**src/design/pbc_pkg.sv**
```systemverilog
`timescale 1ns / 1ps
// ----------------------------------------------------------------------------
// Polygon boundary clip package
// Shared constants, register indexes, step codes and sequencer states.
// ----------------------------------------------------------------------------
package pbc_pkg;

  localparam int COORD_BITS_DEF = 24;

  localparam int CFG_INDEX_BITS = 1;
  localparam logic [CFG_INDEX_BITS-1:0] REG_SIDE  = 1'b0;
  localparam logic [CFG_INDEX_BITS-1:0] REG_BOUND = 1'b1;

  typedef enum logic [1:0] {
    SIDE_LEFT   = 2'd0,
    SIDE_RIGHT  = 2'd1,
    SIDE_TOP    = 2'd2,
    SIDE_BOTTOM = 2'd3
  } side_t;

  localparam int STEP_BITS = 5;
  typedef logic [STEP_BITS-1:0] step_t;
  localparam step_t STEP_NONE    = 5'h00;
  localparam step_t STEP_A_CROSS = 5'h01;
  localparam step_t STEP_A_VERT  = 5'h02;
  localparam step_t STEP_B_CROSS = 5'h04;
  localparam step_t STEP_B_VERT  = 5'h08;
  localparam step_t STEP_MARK    = 5'h10;

  typedef enum logic [2:0] {
    ST_IDLE,
    ST_PICK,
    ST_SETUP,
    ST_MUL,
    ST_DIV,
    ST_ROUND,
    ST_EMIT
  } state_t;

endpackage

```
**src/design/polygon_boundary_clip_stage.sv**
```systemverilog
`timescale 1ns / 1ps
// ----------------------------------------------------------------------------
// Polygon boundary clip stage
// One clipping pass of a polygon against an axis-aligned boundary, with a
// shared multiply and restoring divide unit for the crossing points.
// ----------------------------------------------------------------------------
//  Channel   Handshake              Carries
//  in        in_valid / in_ready    vert_x, vert_y, poly_last
//  out       out_valid / out_ready  out_x, out_y, has_vertex, is_crossing, poly_end
//  cfg       cfg_valid / cfg_ready  cfg_index, cfg_data
//
//  Each crossing also passes through the setup, multiply, bit-serial divide and round states.
//  A polygon's final vertex can cause up to three results.
//  Reset is synchronous; configuration is reset to the left side at zero.
//  A stalled output holds the sequencer; in_ready is high only when idle.
// ----------------------------------------------------------------------------
module polygon_boundary_clip_stage #(
  parameter int COORD_BITS = pbc_pkg::COORD_BITS_DEF
) (
  input  logic                                  clk,
  input  logic                                  rst,
  input  logic                                  in_valid,
  output logic                                  in_ready,
  input  logic signed [COORD_BITS-1:0]          vert_x,
  input  logic signed [COORD_BITS-1:0]          vert_y,
  input  logic                                  poly_last,
  output logic                                  out_valid,
  input  logic                                  out_ready,
  output logic signed [COORD_BITS-1:0]          out_x,
  output logic signed [COORD_BITS-1:0]          out_y,
  output logic                                  has_vertex,
  output logic                                  is_crossing,
  output logic                                  poly_end,
  input  logic                                  cfg_valid,
  output logic                                  cfg_ready,
  input  logic [pbc_pkg::CFG_INDEX_BITS-1:0]    cfg_index,
  input  logic [COORD_BITS-1:0]                 cfg_data
);

  localparam int W        = COORD_BITS;
  localparam int CNT_BITS = $clog2(W);

  function automatic logic inside_pt(input pbc_pkg::side_t s,
                                     input logic signed [W-1:0] b,
                                     input logic signed [W-1:0] x,
                                     input logic signed [W-1:0] y);
    logic r;
    unique case (s)
      pbc_pkg::SIDE_LEFT:  r = (x >= b);
      pbc_pkg::SIDE_RIGHT: r = (x <= b);
      pbc_pkg::SIDE_TOP:   r = (y >= b);
      default:             r = (y <= b);
    endcase
    return r;
  endfunction

  pbc_pkg::side_t        side;
  logic signed [W-1:0]   bound;

  pbc_pkg::state_t       state, state_next;
  pbc_pkg::step_t        mask, mask_next;
  pbc_pkg::step_t        step, step_next;
  logic [CNT_BITS-1:0]   cnt, cnt_next;

  logic                  have_first;
  logic signed [W-1:0]   first_x, first_y, prev_x, prev_y;
  logic signed [W-1:0]   sa_x, sa_y, pa_x, pa_y;
  logic                  a_p_in, b_p_in, last_r;

  logic [W-1:0]          mag_t, mag_dv, dm;
  logic                  neg;
  logic signed [W-1:0]   av_r;
  logic [W-1:0]          rem, quo;

  logic signed [W-1:0]   res_x, res_y;
  logic                  res_hv, res_cr;

  logic                  accept, emit_fire, y_axis;
  logic                  cur_in, prv_in, fst_in, s_in;
  logic                  a_cr, a_vt, b_cr, b_vt, a_on, b_on;
  pbc_pkg::step_t        plan, low_bit;

  logic                  edge_b, ep_in;
  logic signed [W-1:0]   es_x, es_y, ep_x, ep_y, ix_x, ix_y, ox_x, ox_y;
  logic signed [W-1:0]   au, av, bu, bv;
  logic signed [W:0]     t_d, dv_d, d_d;
  logic [W:0]            t_m, dv_m, d_m;
  logic [2*W-1:0]        prod;
  logic [W:0]            trial, diff, twice_r, mag_q;
  logic                  ge, inc;
  logic signed [W:0]     sum;
  logic signed [W-1:0]   cross_c;

  assign accept    = in_valid && in_ready;
  assign in_ready  = (state == pbc_pkg::ST_IDLE);
  assign cfg_ready = 1'b1;
  assign y_axis    = (side == pbc_pkg::SIDE_TOP) || (side == pbc_pkg::SIDE_BOTTOM);

  always_ff @(posedge clk) begin
    if (rst) begin
      side  <= pbc_pkg::SIDE_LEFT;
      bound <= '0;
    end else if (cfg_valid && cfg_ready) begin
      case (cfg_index)
        pbc_pkg::REG_SIDE:  side  <= pbc_pkg::side_t'(cfg_data[1:0]);
        pbc_pkg::REG_BOUND: bound <= cfg_data;
        default: ;
      endcase
    end
  end

  // Result plan of the item, worked out from the inside tests on acceptance.
  always_comb begin
    cur_in = inside_pt(side, bound, vert_x, vert_y);
    prv_in = inside_pt(side, bound, prev_x, prev_y);
    fst_in = inside_pt(side, bound, first_x, first_y);
    s_in   = have_first ? prv_in : cur_in;
    a_on   = have_first || poly_last;
    b_on   = have_first && poly_last;
    a_cr   = a_on && (cur_in ? !s_in : s_in);
    a_vt   = a_on && cur_in;
    b_cr   = b_on && (fst_in ? !cur_in : cur_in);
    b_vt   = b_on && fst_in;
    plan   = (a_cr ? pbc_pkg::STEP_A_CROSS : pbc_pkg::STEP_NONE)
           | (a_vt ? pbc_pkg::STEP_A_VERT  : pbc_pkg::STEP_NONE)
           | (b_cr ? pbc_pkg::STEP_B_CROSS : pbc_pkg::STEP_NONE)
           | (b_vt ? pbc_pkg::STEP_B_VERT  : pbc_pkg::STEP_NONE);
    if (poly_last && (plan == pbc_pkg::STEP_NONE)) begin
      plan = pbc_pkg::STEP_MARK;
    end
    low_bit = mask & (~mask + pbc_pkg::STEP_BITS'(1));
  end

  // Crossing operands: the inside end comes first, u is the clipped axis.
  always_comb begin
    edge_b = (step == pbc_pkg::STEP_B_CROSS);
    es_x   = edge_b ? pa_x : sa_x;
    es_y   = edge_b ? pa_y : sa_y;
    ep_x   = edge_b ? first_x : pa_x;
    ep_y   = edge_b ? first_y : pa_y;
    ep_in  = edge_b ? b_p_in : a_p_in;
    ix_x   = ep_in ? ep_x : es_x;
    ix_y   = ep_in ? ep_y : es_y;
    ox_x   = ep_in ? es_x : ep_x;
    ox_y   = ep_in ? es_y : ep_y;
    au     = y_axis ? ix_y : ix_x;
    av     = y_axis ? ix_x : ix_y;
    bu     = y_axis ? ox_y : ox_x;
    bv     = y_axis ? ox_x : ox_y;
    t_d    = {bound[W-1], bound} - {au[W-1], au};
    dv_d   = {bv[W-1], bv} - {av[W-1], av};
    d_d    = {bu[W-1], bu} - {au[W-1], au};
    t_m    = t_d[W] ? (W + 1)'(0) - t_d : t_d;
    dv_m   = dv_d[W] ? (W + 1)'(0) - dv_d : dv_d;
    d_m    = d_d[W] ? (W + 1)'(0) - d_d : d_d;
  end

  always_comb begin
    prod    = mag_t * mag_dv;
    trial   = {rem, quo[W-1]};
    diff    = trial - {1'b0, dm};
    ge      = (trial >= {1'b0, dm});
    twice_r = {rem, 1'b0};
    inc     = neg ? (twice_r > {1'b0, dm}) : (twice_r >= {1'b0, dm});
    mag_q   = {1'b0, quo} + (W + 1)'(inc);
    sum     = neg ? ({av_r[W-1], av_r} - $signed(mag_q))
                  : ({av_r[W-1], av_r} + $signed(mag_q));
    cross_c = (dm == '0) ? av_r : sum[W-1:0];
  end

  always_ff @(posedge clk) begin
    if (rst) begin
      state      <= pbc_pkg::ST_IDLE;
      mask       <= pbc_pkg::STEP_NONE;
      step       <= pbc_pkg::STEP_NONE;
      cnt        <= '0;
      have_first <= 1'b0;
    end else begin
      state <= state_next;
      mask  <= mask_next;
      step  <= step_next;
      cnt   <= cnt_next;
      if (accept) begin
        have_first <= !poly_last;
      end
    end
  end

  always_comb begin
    state_next = state;
    mask_next  = mask;
    step_next  = step;
    cnt_next   = cnt;
    emit_fire  = 1'b0;
    unique case (state)
      pbc_pkg::ST_IDLE: begin
        if (accept) begin
          mask_next  = plan;
          state_next = pbc_pkg::ST_PICK;
        end
      end
      pbc_pkg::ST_PICK: begin
        step_next = low_bit;
        if (mask == pbc_pkg::STEP_NONE) begin
          state_next = pbc_pkg::ST_IDLE;
        end else if (low_bit == pbc_pkg::STEP_A_CROSS || low_bit == pbc_pkg::STEP_B_CROSS) begin
          state_next = pbc_pkg::ST_SETUP;
        end else begin
          state_next = pbc_pkg::ST_EMIT;
        end
      end
      pbc_pkg::ST_SETUP: state_next = pbc_pkg::ST_MUL;
      pbc_pkg::ST_MUL: begin
        cnt_next   = '0;
        state_next = pbc_pkg::ST_DIV;
      end
      pbc_pkg::ST_DIV: begin
        cnt_next = cnt + CNT_BITS'(1);
        if (cnt == CNT_BITS'(W - 1)) begin
          state_next = pbc_pkg::ST_ROUND;
        end
      end
      pbc_pkg::ST_ROUND: state_next = pbc_pkg::ST_EMIT;
      pbc_pkg::ST_EMIT: begin
        if (!out_valid || out_ready) begin
          emit_fire  = 1'b1;
          mask_next  = mask & ~step;
          state_next = pbc_pkg::ST_PICK;
        end
      end
      default: state_next = pbc_pkg::ST_IDLE;
    endcase
  end

  always_ff @(posedge clk) begin
    if (accept) begin
      prev_x <= vert_x;
      prev_y <= vert_y;
      pa_x   <= vert_x;
      pa_y   <= vert_y;
      sa_x   <= have_first ? prev_x : vert_x;
      sa_y   <= have_first ? prev_y : vert_y;
      a_p_in <= cur_in;
      b_p_in <= fst_in;
      last_r <= poly_last;
      if (!have_first) begin
        first_x <= vert_x;
        first_y <= vert_y;
      end
    end
    case (state)
      pbc_pkg::ST_PICK: begin
        res_cr <= 1'b0;
        res_hv <= (low_bit != pbc_pkg::STEP_MARK);
        case (low_bit)
          pbc_pkg::STEP_A_VERT: begin
            res_x <= pa_x;
            res_y <= pa_y;
          end
          pbc_pkg::STEP_B_VERT: begin
            res_x <= first_x;
            res_y <= first_y;
          end
          default: begin
            res_x <= '0;
            res_y <= '0;
          end
        endcase
      end
      pbc_pkg::ST_SETUP: begin
        mag_t  <= t_m[W-1:0];
        mag_dv <= dv_m[W-1:0];
        dm     <= d_m[W-1:0];
        neg    <= t_d[W] ^ dv_d[W] ^ d_d[W];
        av_r   <= av;
      end
      pbc_pkg::ST_MUL: begin
        rem <= prod[2*W-1:W];
        quo <= prod[W-1:0];
      end
      pbc_pkg::ST_DIV: begin
        rem <= ge ? diff[W-1:0] : trial[W-1:0];
        quo <= {quo[W-2:0], ge};
      end
      pbc_pkg::ST_ROUND: begin
        res_hv <= 1'b1;
        res_cr <= 1'b1;
        res_x  <= y_axis ? cross_c : bound;
        res_y  <= y_axis ? bound : cross_c;
      end
      default: ;
    endcase
  end

  always_ff @(posedge clk) begin
    if (rst) begin
      out_valid <= 1'b0;
    end else if (emit_fire) begin
      out_valid <= 1'b1;
    end else if (out_ready) begin
      out_valid <= 1'b0;
    end
  end

  always_ff @(posedge clk) begin
    if (emit_fire) begin
      out_x       <= res_x;
      out_y       <= res_y;
      has_vertex  <= res_hv;
      is_crossing <= res_cr;
      poly_end    <= last_r && ((mask & ~step) == pbc_pkg::STEP_NONE);
    end
  end

  a_busy_after_accept: assert property (@(posedge clk) disable iff (rst)
    accept |=> !in_ready)
    else $error("input taken while an item is still in work");

  a_idle_plan_empty: assert property (@(posedge clk) disable iff (rst)
    in_ready |-> (mask == pbc_pkg::STEP_NONE))
    else $error("idle with results still planned");

  a_step_onehot: assert property (@(posedge clk) disable iff (rst)
    $onehot0(step))
    else $error("more than one step selected");

  a_marker_form: assert property (@(posedge clk) disable iff (rst)
    (out_valid && !has_vertex) |-> (poly_end && !is_crossing))
    else $error("end-only marker without end flag or with crossing flag");

  a_crossing_on_bound: assert property (@(posedge clk) disable iff (rst)
    (out_valid && is_crossing && !y_axis) |-> (out_x == bound))
    else $error("crossing off the boundary line");

endmodule

```
**config.mk**
```make
export PLATFORM = sky130hd
export DESIGN_NAME = polygon_boundary_clip_stage
export DESIGN_NICKNAME = d
export VERILOG_FILES = /design/src/design/pbc_pkg.sv /design/src/design/polygon_boundary_clip_stage.sv
export SDC_FILE = /design/constraint.sdc
export NUM_CORES = 2
export LEC_CHECK = 0
export BUFFER_PORTS_ARGS = -buffer_cell sky130_fd_sc_hd__buf_2
export CAP_MARGIN = 0
export CORE_ASPECT_RATIO = 2
export CORE_UTILIZATION = 40
export CTS_CLUSTER_DIAMETER = 80
export CTS_CLUSTER_SIZE = 8
export DETAILED_ROUTE_END_ITERATION = 10
export HOLD_SLACK_MARGIN = 0.02
export SKIP_CTS_REPAIR_TIMING = 1
export SYNTH_ARGS = -nofsm -noshare
export SYNTH_HDL_FRONTEND = slang
export SYNTH_SLANG_ARGS = --single-unit
```
**constraint.sdc**
```tcl
create_clock -name clk -period 8.9 [get_ports clk]
set_input_delay 0.445 -clock clk [delete_from_list [all_inputs] [get_ports clk]]
set_output_delay 0.445 -clock clk [all_outputs]
set_load 0.02 [all_outputs]
```
==> results.toml <==
[detailed_routing]
detail-route-antenna-nets = 0
drc = 0
wl_met2_um = 89900
routed.top_layer = "met4"
wl_per_cell_um = 23.4
detail_route.wirelength_um = 166000
dr_total_vias = 40262
drt-vias-per-instance = 5.65
detail_route.iter0.violations = 2521
met3RoutedLength_um = 6060
detail_route.first_pass.iterations = 5
detail_route.wirelength.met1_um = 53200

[clock_network]
cts_max_path_buffers = 3
tritoncts_clock_tree = "done"
cts_htree_levels = 2
cts_num_sinks = 439
clock-root-buffer = "sky130_fd_sc_hd__clkbuf_16"
insertion_delay_ns = 0.67
cts_inserted_buffers = 60
clkTransAtPathRegs_ns = 0.06

[synthesis]
synth.largest_area_cell = "sky130_fd_sc_hd__edfxtp_1"
dominant_combinational_cell_family_by_area_after_synthesis = "adder cells"
synth-seq-area-share = 0.254
synthMuxAreaShare = 0.0320
most_used_standard_cells_in_the_synthesized_netlist = "662 x sky130_fd_sc_hd__inv_1, 656 x sky130_fd_sc_hd__nand2_1, 487 x sky130_fd_sc_hd__fa_1, 444 x sky130_fd_sc_hd__ha_1, 393 x sky130_fd_sc_hd__edfxtp_1"
postSynth.asyncResetShare = 0
count_of_distinct_cell_types_in_the_synthesized_netlist = 89
net_count_synth = 6388
netlist_area_um2 = 50000
mean_post_synth_cell_area_um2 = 9.30
complex_gate_fraction_of_the_synthesized_area = 0.148
cell_with_the_most_instances_after_synthesis = "sky130_fd_sc_hd__inv_1"
synth.area.top_cells = "sky130_fd_sc_hd__edfxtp_1 24%, sky130_fd_sc_hd__fa_1 19%, sky130_fd_sc_hd__ha_1 11%"
synth_simple_gate_area_frac = 0.147
synth_ff_type = "sky130_fd_sc_hd__edfxtp_1"
synth_top_area_share = 0.236
synth_enable_flop_cells = 393
adder_cell_share_of_the_synthesized_area = 0.306
yosysWarnings = 0
flip_flop_and_latch_count_after_synthesis = 439
netlist_instances = 5378
synth_xor_xnor_area_share = 0.0425

[finish]
design.final.nets = 6424
flow.area_growth_from_synthesis_pct = 8.72
proportion_of_layout_cells_with_a_drive_suffix_above_1 = 0.0735
fillerInstances = 12344

[sta]
finalWorstPathRequiredPeriod_ns = 8.41
fin_skew_ns = 0.0665
final.setup.tns_ns = 0
final_period_utilization = 0.945
grt_setup_unrepaired = "no"
timing.final.hold_violations = 0
max_freq_ghz = 0.119
setup_viol = 0
timing.slew.headroom = 0.0188
slew_at_the_pin_with_the_worst_max_slew_slack_ns = 1.46
timing.final.max_slew_violations = 0

[setup_path]
timing.reg2reg.worst_path_depth = 27
timing.critical_path.slowest_stage_cell = "sky130_fd_sc_hd__a31oi_1"
reg2reg_to = "res_x[22]$_DFFE_PP_"
crit-reg2reg-launch = "rem[6]$_DFFE_PP_"
timing.critical_path.mode_cell = "sky130_fd_sc_hd__ha_1"
crit_path_max_incr_delay_ns = 0.79
endpoint_kind_of_the_worst_setup_timing_path = "flip-flop"
worst-endpoint-arrival_ns = 8.79
start_kind = "flip-flop"
required_ns = 9.28
critPathKind = "flip-flop to flip-flop"
r2r_setup_slack_ns = 0.49
crit_path_max_fanout = 10

[global_route]
grt_pass1_wl_um = 253000
grt_antenna_before_repair = 1
grt_start_max_net_pins = 91
global_route.usage.total = 0.265
grt_pass1_vias = 42925
global_route.overflow_total = 0

[run_status]
status = "finished, final reports clean"

[die]
core-area_um2 = 124000
floorplan.die.height_um = 502
die_width_um = 252
pin_count = 133
rows = 183
die_area_um2 = 127000
start_util = 0.403

[worst_hold_path]
worst_hold_path_type = "input pin to flip-flop"
worstHoldPathCells = 1
hold_end = "first_y[21]$_DFFE_PP_"
worstHoldStart = "vert_y[21]"

[place]
dp.final_hpwl_um = 136000
place.gp.congestion = 1.01
buffer_ports.inserted = 131

[run]
max_cap_violations = 0
-- sequential cells by signal (all words and copies together) (netlist names), 2 cells and up --
signal and count:
av_r 24, bound 24, dm 24, first_x 24
first_y 24, mag_dv 24, mag_t 24, out_x 24
out_y 24, pa_x 24, pa_y 24, quo 24
rem 24, res_x 24, res_y 24, sa_x 24
sa_y 24, cnt 5, mask 5, step 5
state 3, side 2
-- how the worst max path moves through the flow --
stage	start	cells after the start	slack, ns	end
after global placement	mag_t[9]$_DFFE_PP_	21	0.77	rem[19]$_DFFE_PP_
after global routing	mag_t[7]$_DFFE_PP_	22	0.11	rem[20]$_DFFE_PP_
after CTS	mag_t[9]$_DFFE_PP_	21	0.63	rem[19]$_DFFE_PP_
after floorplan	mag_dv[3]$_DFFE_PP_	24	1.84	rem[19]$_DFFE_PP_
after detailed placement	mag_dv[8]$_DFFE_PP_	23	0.71	rem[19]$_DFFE_PP_
final	rem[6]$_DFFE_PP_	27	0.49	res_x[22]$_DFFE_PP_
-- critical path: cells and delay by family, from the launching register on --
| family | cells | cell delay (ns) |
|---|---|---|
| compound gates | 9 | 2.88 |
| xor+xnor | 2 | 0.29 |
| fa+ha+maj | 4 | 1.55 |
| buf+inv | 1 | 0.15 |
| flops | 1 | 0.40 |
| mux | 2 | 0.35 |
| simple gates | 9 | 2.54 |
-- per-stage QoR --
stage	hold slack (ns)	worst slack, ns	util	cells	area, um2
6_report	0.0209	0.489	0.438	7123	54400
5_1_grt	0.0202	0.111	0.438	7123	54400
4_1_cts	-0.0112	0.631	0.438	7118	54300
3_5_place_dp	0.405	0.712	0.424	7013	52600
3_3_place_gp	0.403	0.773	0.424	7013	52600
2_1_floorplan	0.400	1.84	-	5378	50000
-- cell families after synthesis --
logic type	after synthesis
and+or+nand+nor	1558
other	1
DFF	439
AOI/OAI and AO/OA	1135
buffers and inverters	918
adders and majority gates	931
muxes	153
xor gates and xnor gates	243
-- cell type report --
type / instances / area [um2] / share of cell area
multi-input cells: 4021 / 34000 / 0.624
inverters: 662 / 2490 / 0.0458
clock inverters: 3 / 58.8 / 0.00108
well taps: 1665 / 2080 / 0.0383
clock buffers: 102 / 1660 / 0.0305
flip-flops and latches: 439 / 12700 / 0.234
repair buffers: 230 / 1410 / 0.0259
diodes: 1 / 2.50 / 0.0000460
-- placed cells by master, fill, tap and decap left out, types with 51 or more instances in the layout --
master                        n
sky130_fd_sc_hd__xor2_1     108
sky130_fd_sc_hd__xnor2_1    135
sky130_fd_sc_hd__edfxtp_1   393
sky130_fd_sc_hd__nand3_1     53
sky130_fd_sc_hd__clkbuf_16   60
sky130_fd_sc_hd__nand2_1    653
sky130_fd_sc_hd__buf_2      131
sky130_fd_sc_hd__a31oi_1     77
sky130_fd_sc_hd__o22ai_1     59
sky130_fd_sc_hd__buf_4       95
sky130_fd_sc_hd__fa_1       487
sky130_fd_sc_hd__mux2_2      57
sky130_fd_sc_hd__inv_1      659
sky130_fd_sc_hd__nor3_1      51
sky130_fd_sc_hd__ha_1       444
sky130_fd_sc_hd__nand4_1     57
sky130_fd_sc_hd__a21o_1      93
sky130_fd_sc_hd__nor2_1     300
sky130_fd_sc_hd__a211oi_1    80
sky130_fd_sc_hd__o21ai_0    171
sky130_fd_sc_hd__and2_1     216
sky130_fd_sc_hd__mux2i_1     96
sky130_fd_sc_hd__a21oi_1    311
-- routing by layer --
layer  vias to the layer above  global-route usage
li1                      18556                   -
met1                     19883               0.242
met2                      1281               0.512
met3                       542              0.0261
met4                         0               0.233
met5                         -                   0
Power is left out: the tool's default activity adds up to more than one toggle a clock period on the data nets, which glitch-free logic cannot reach.
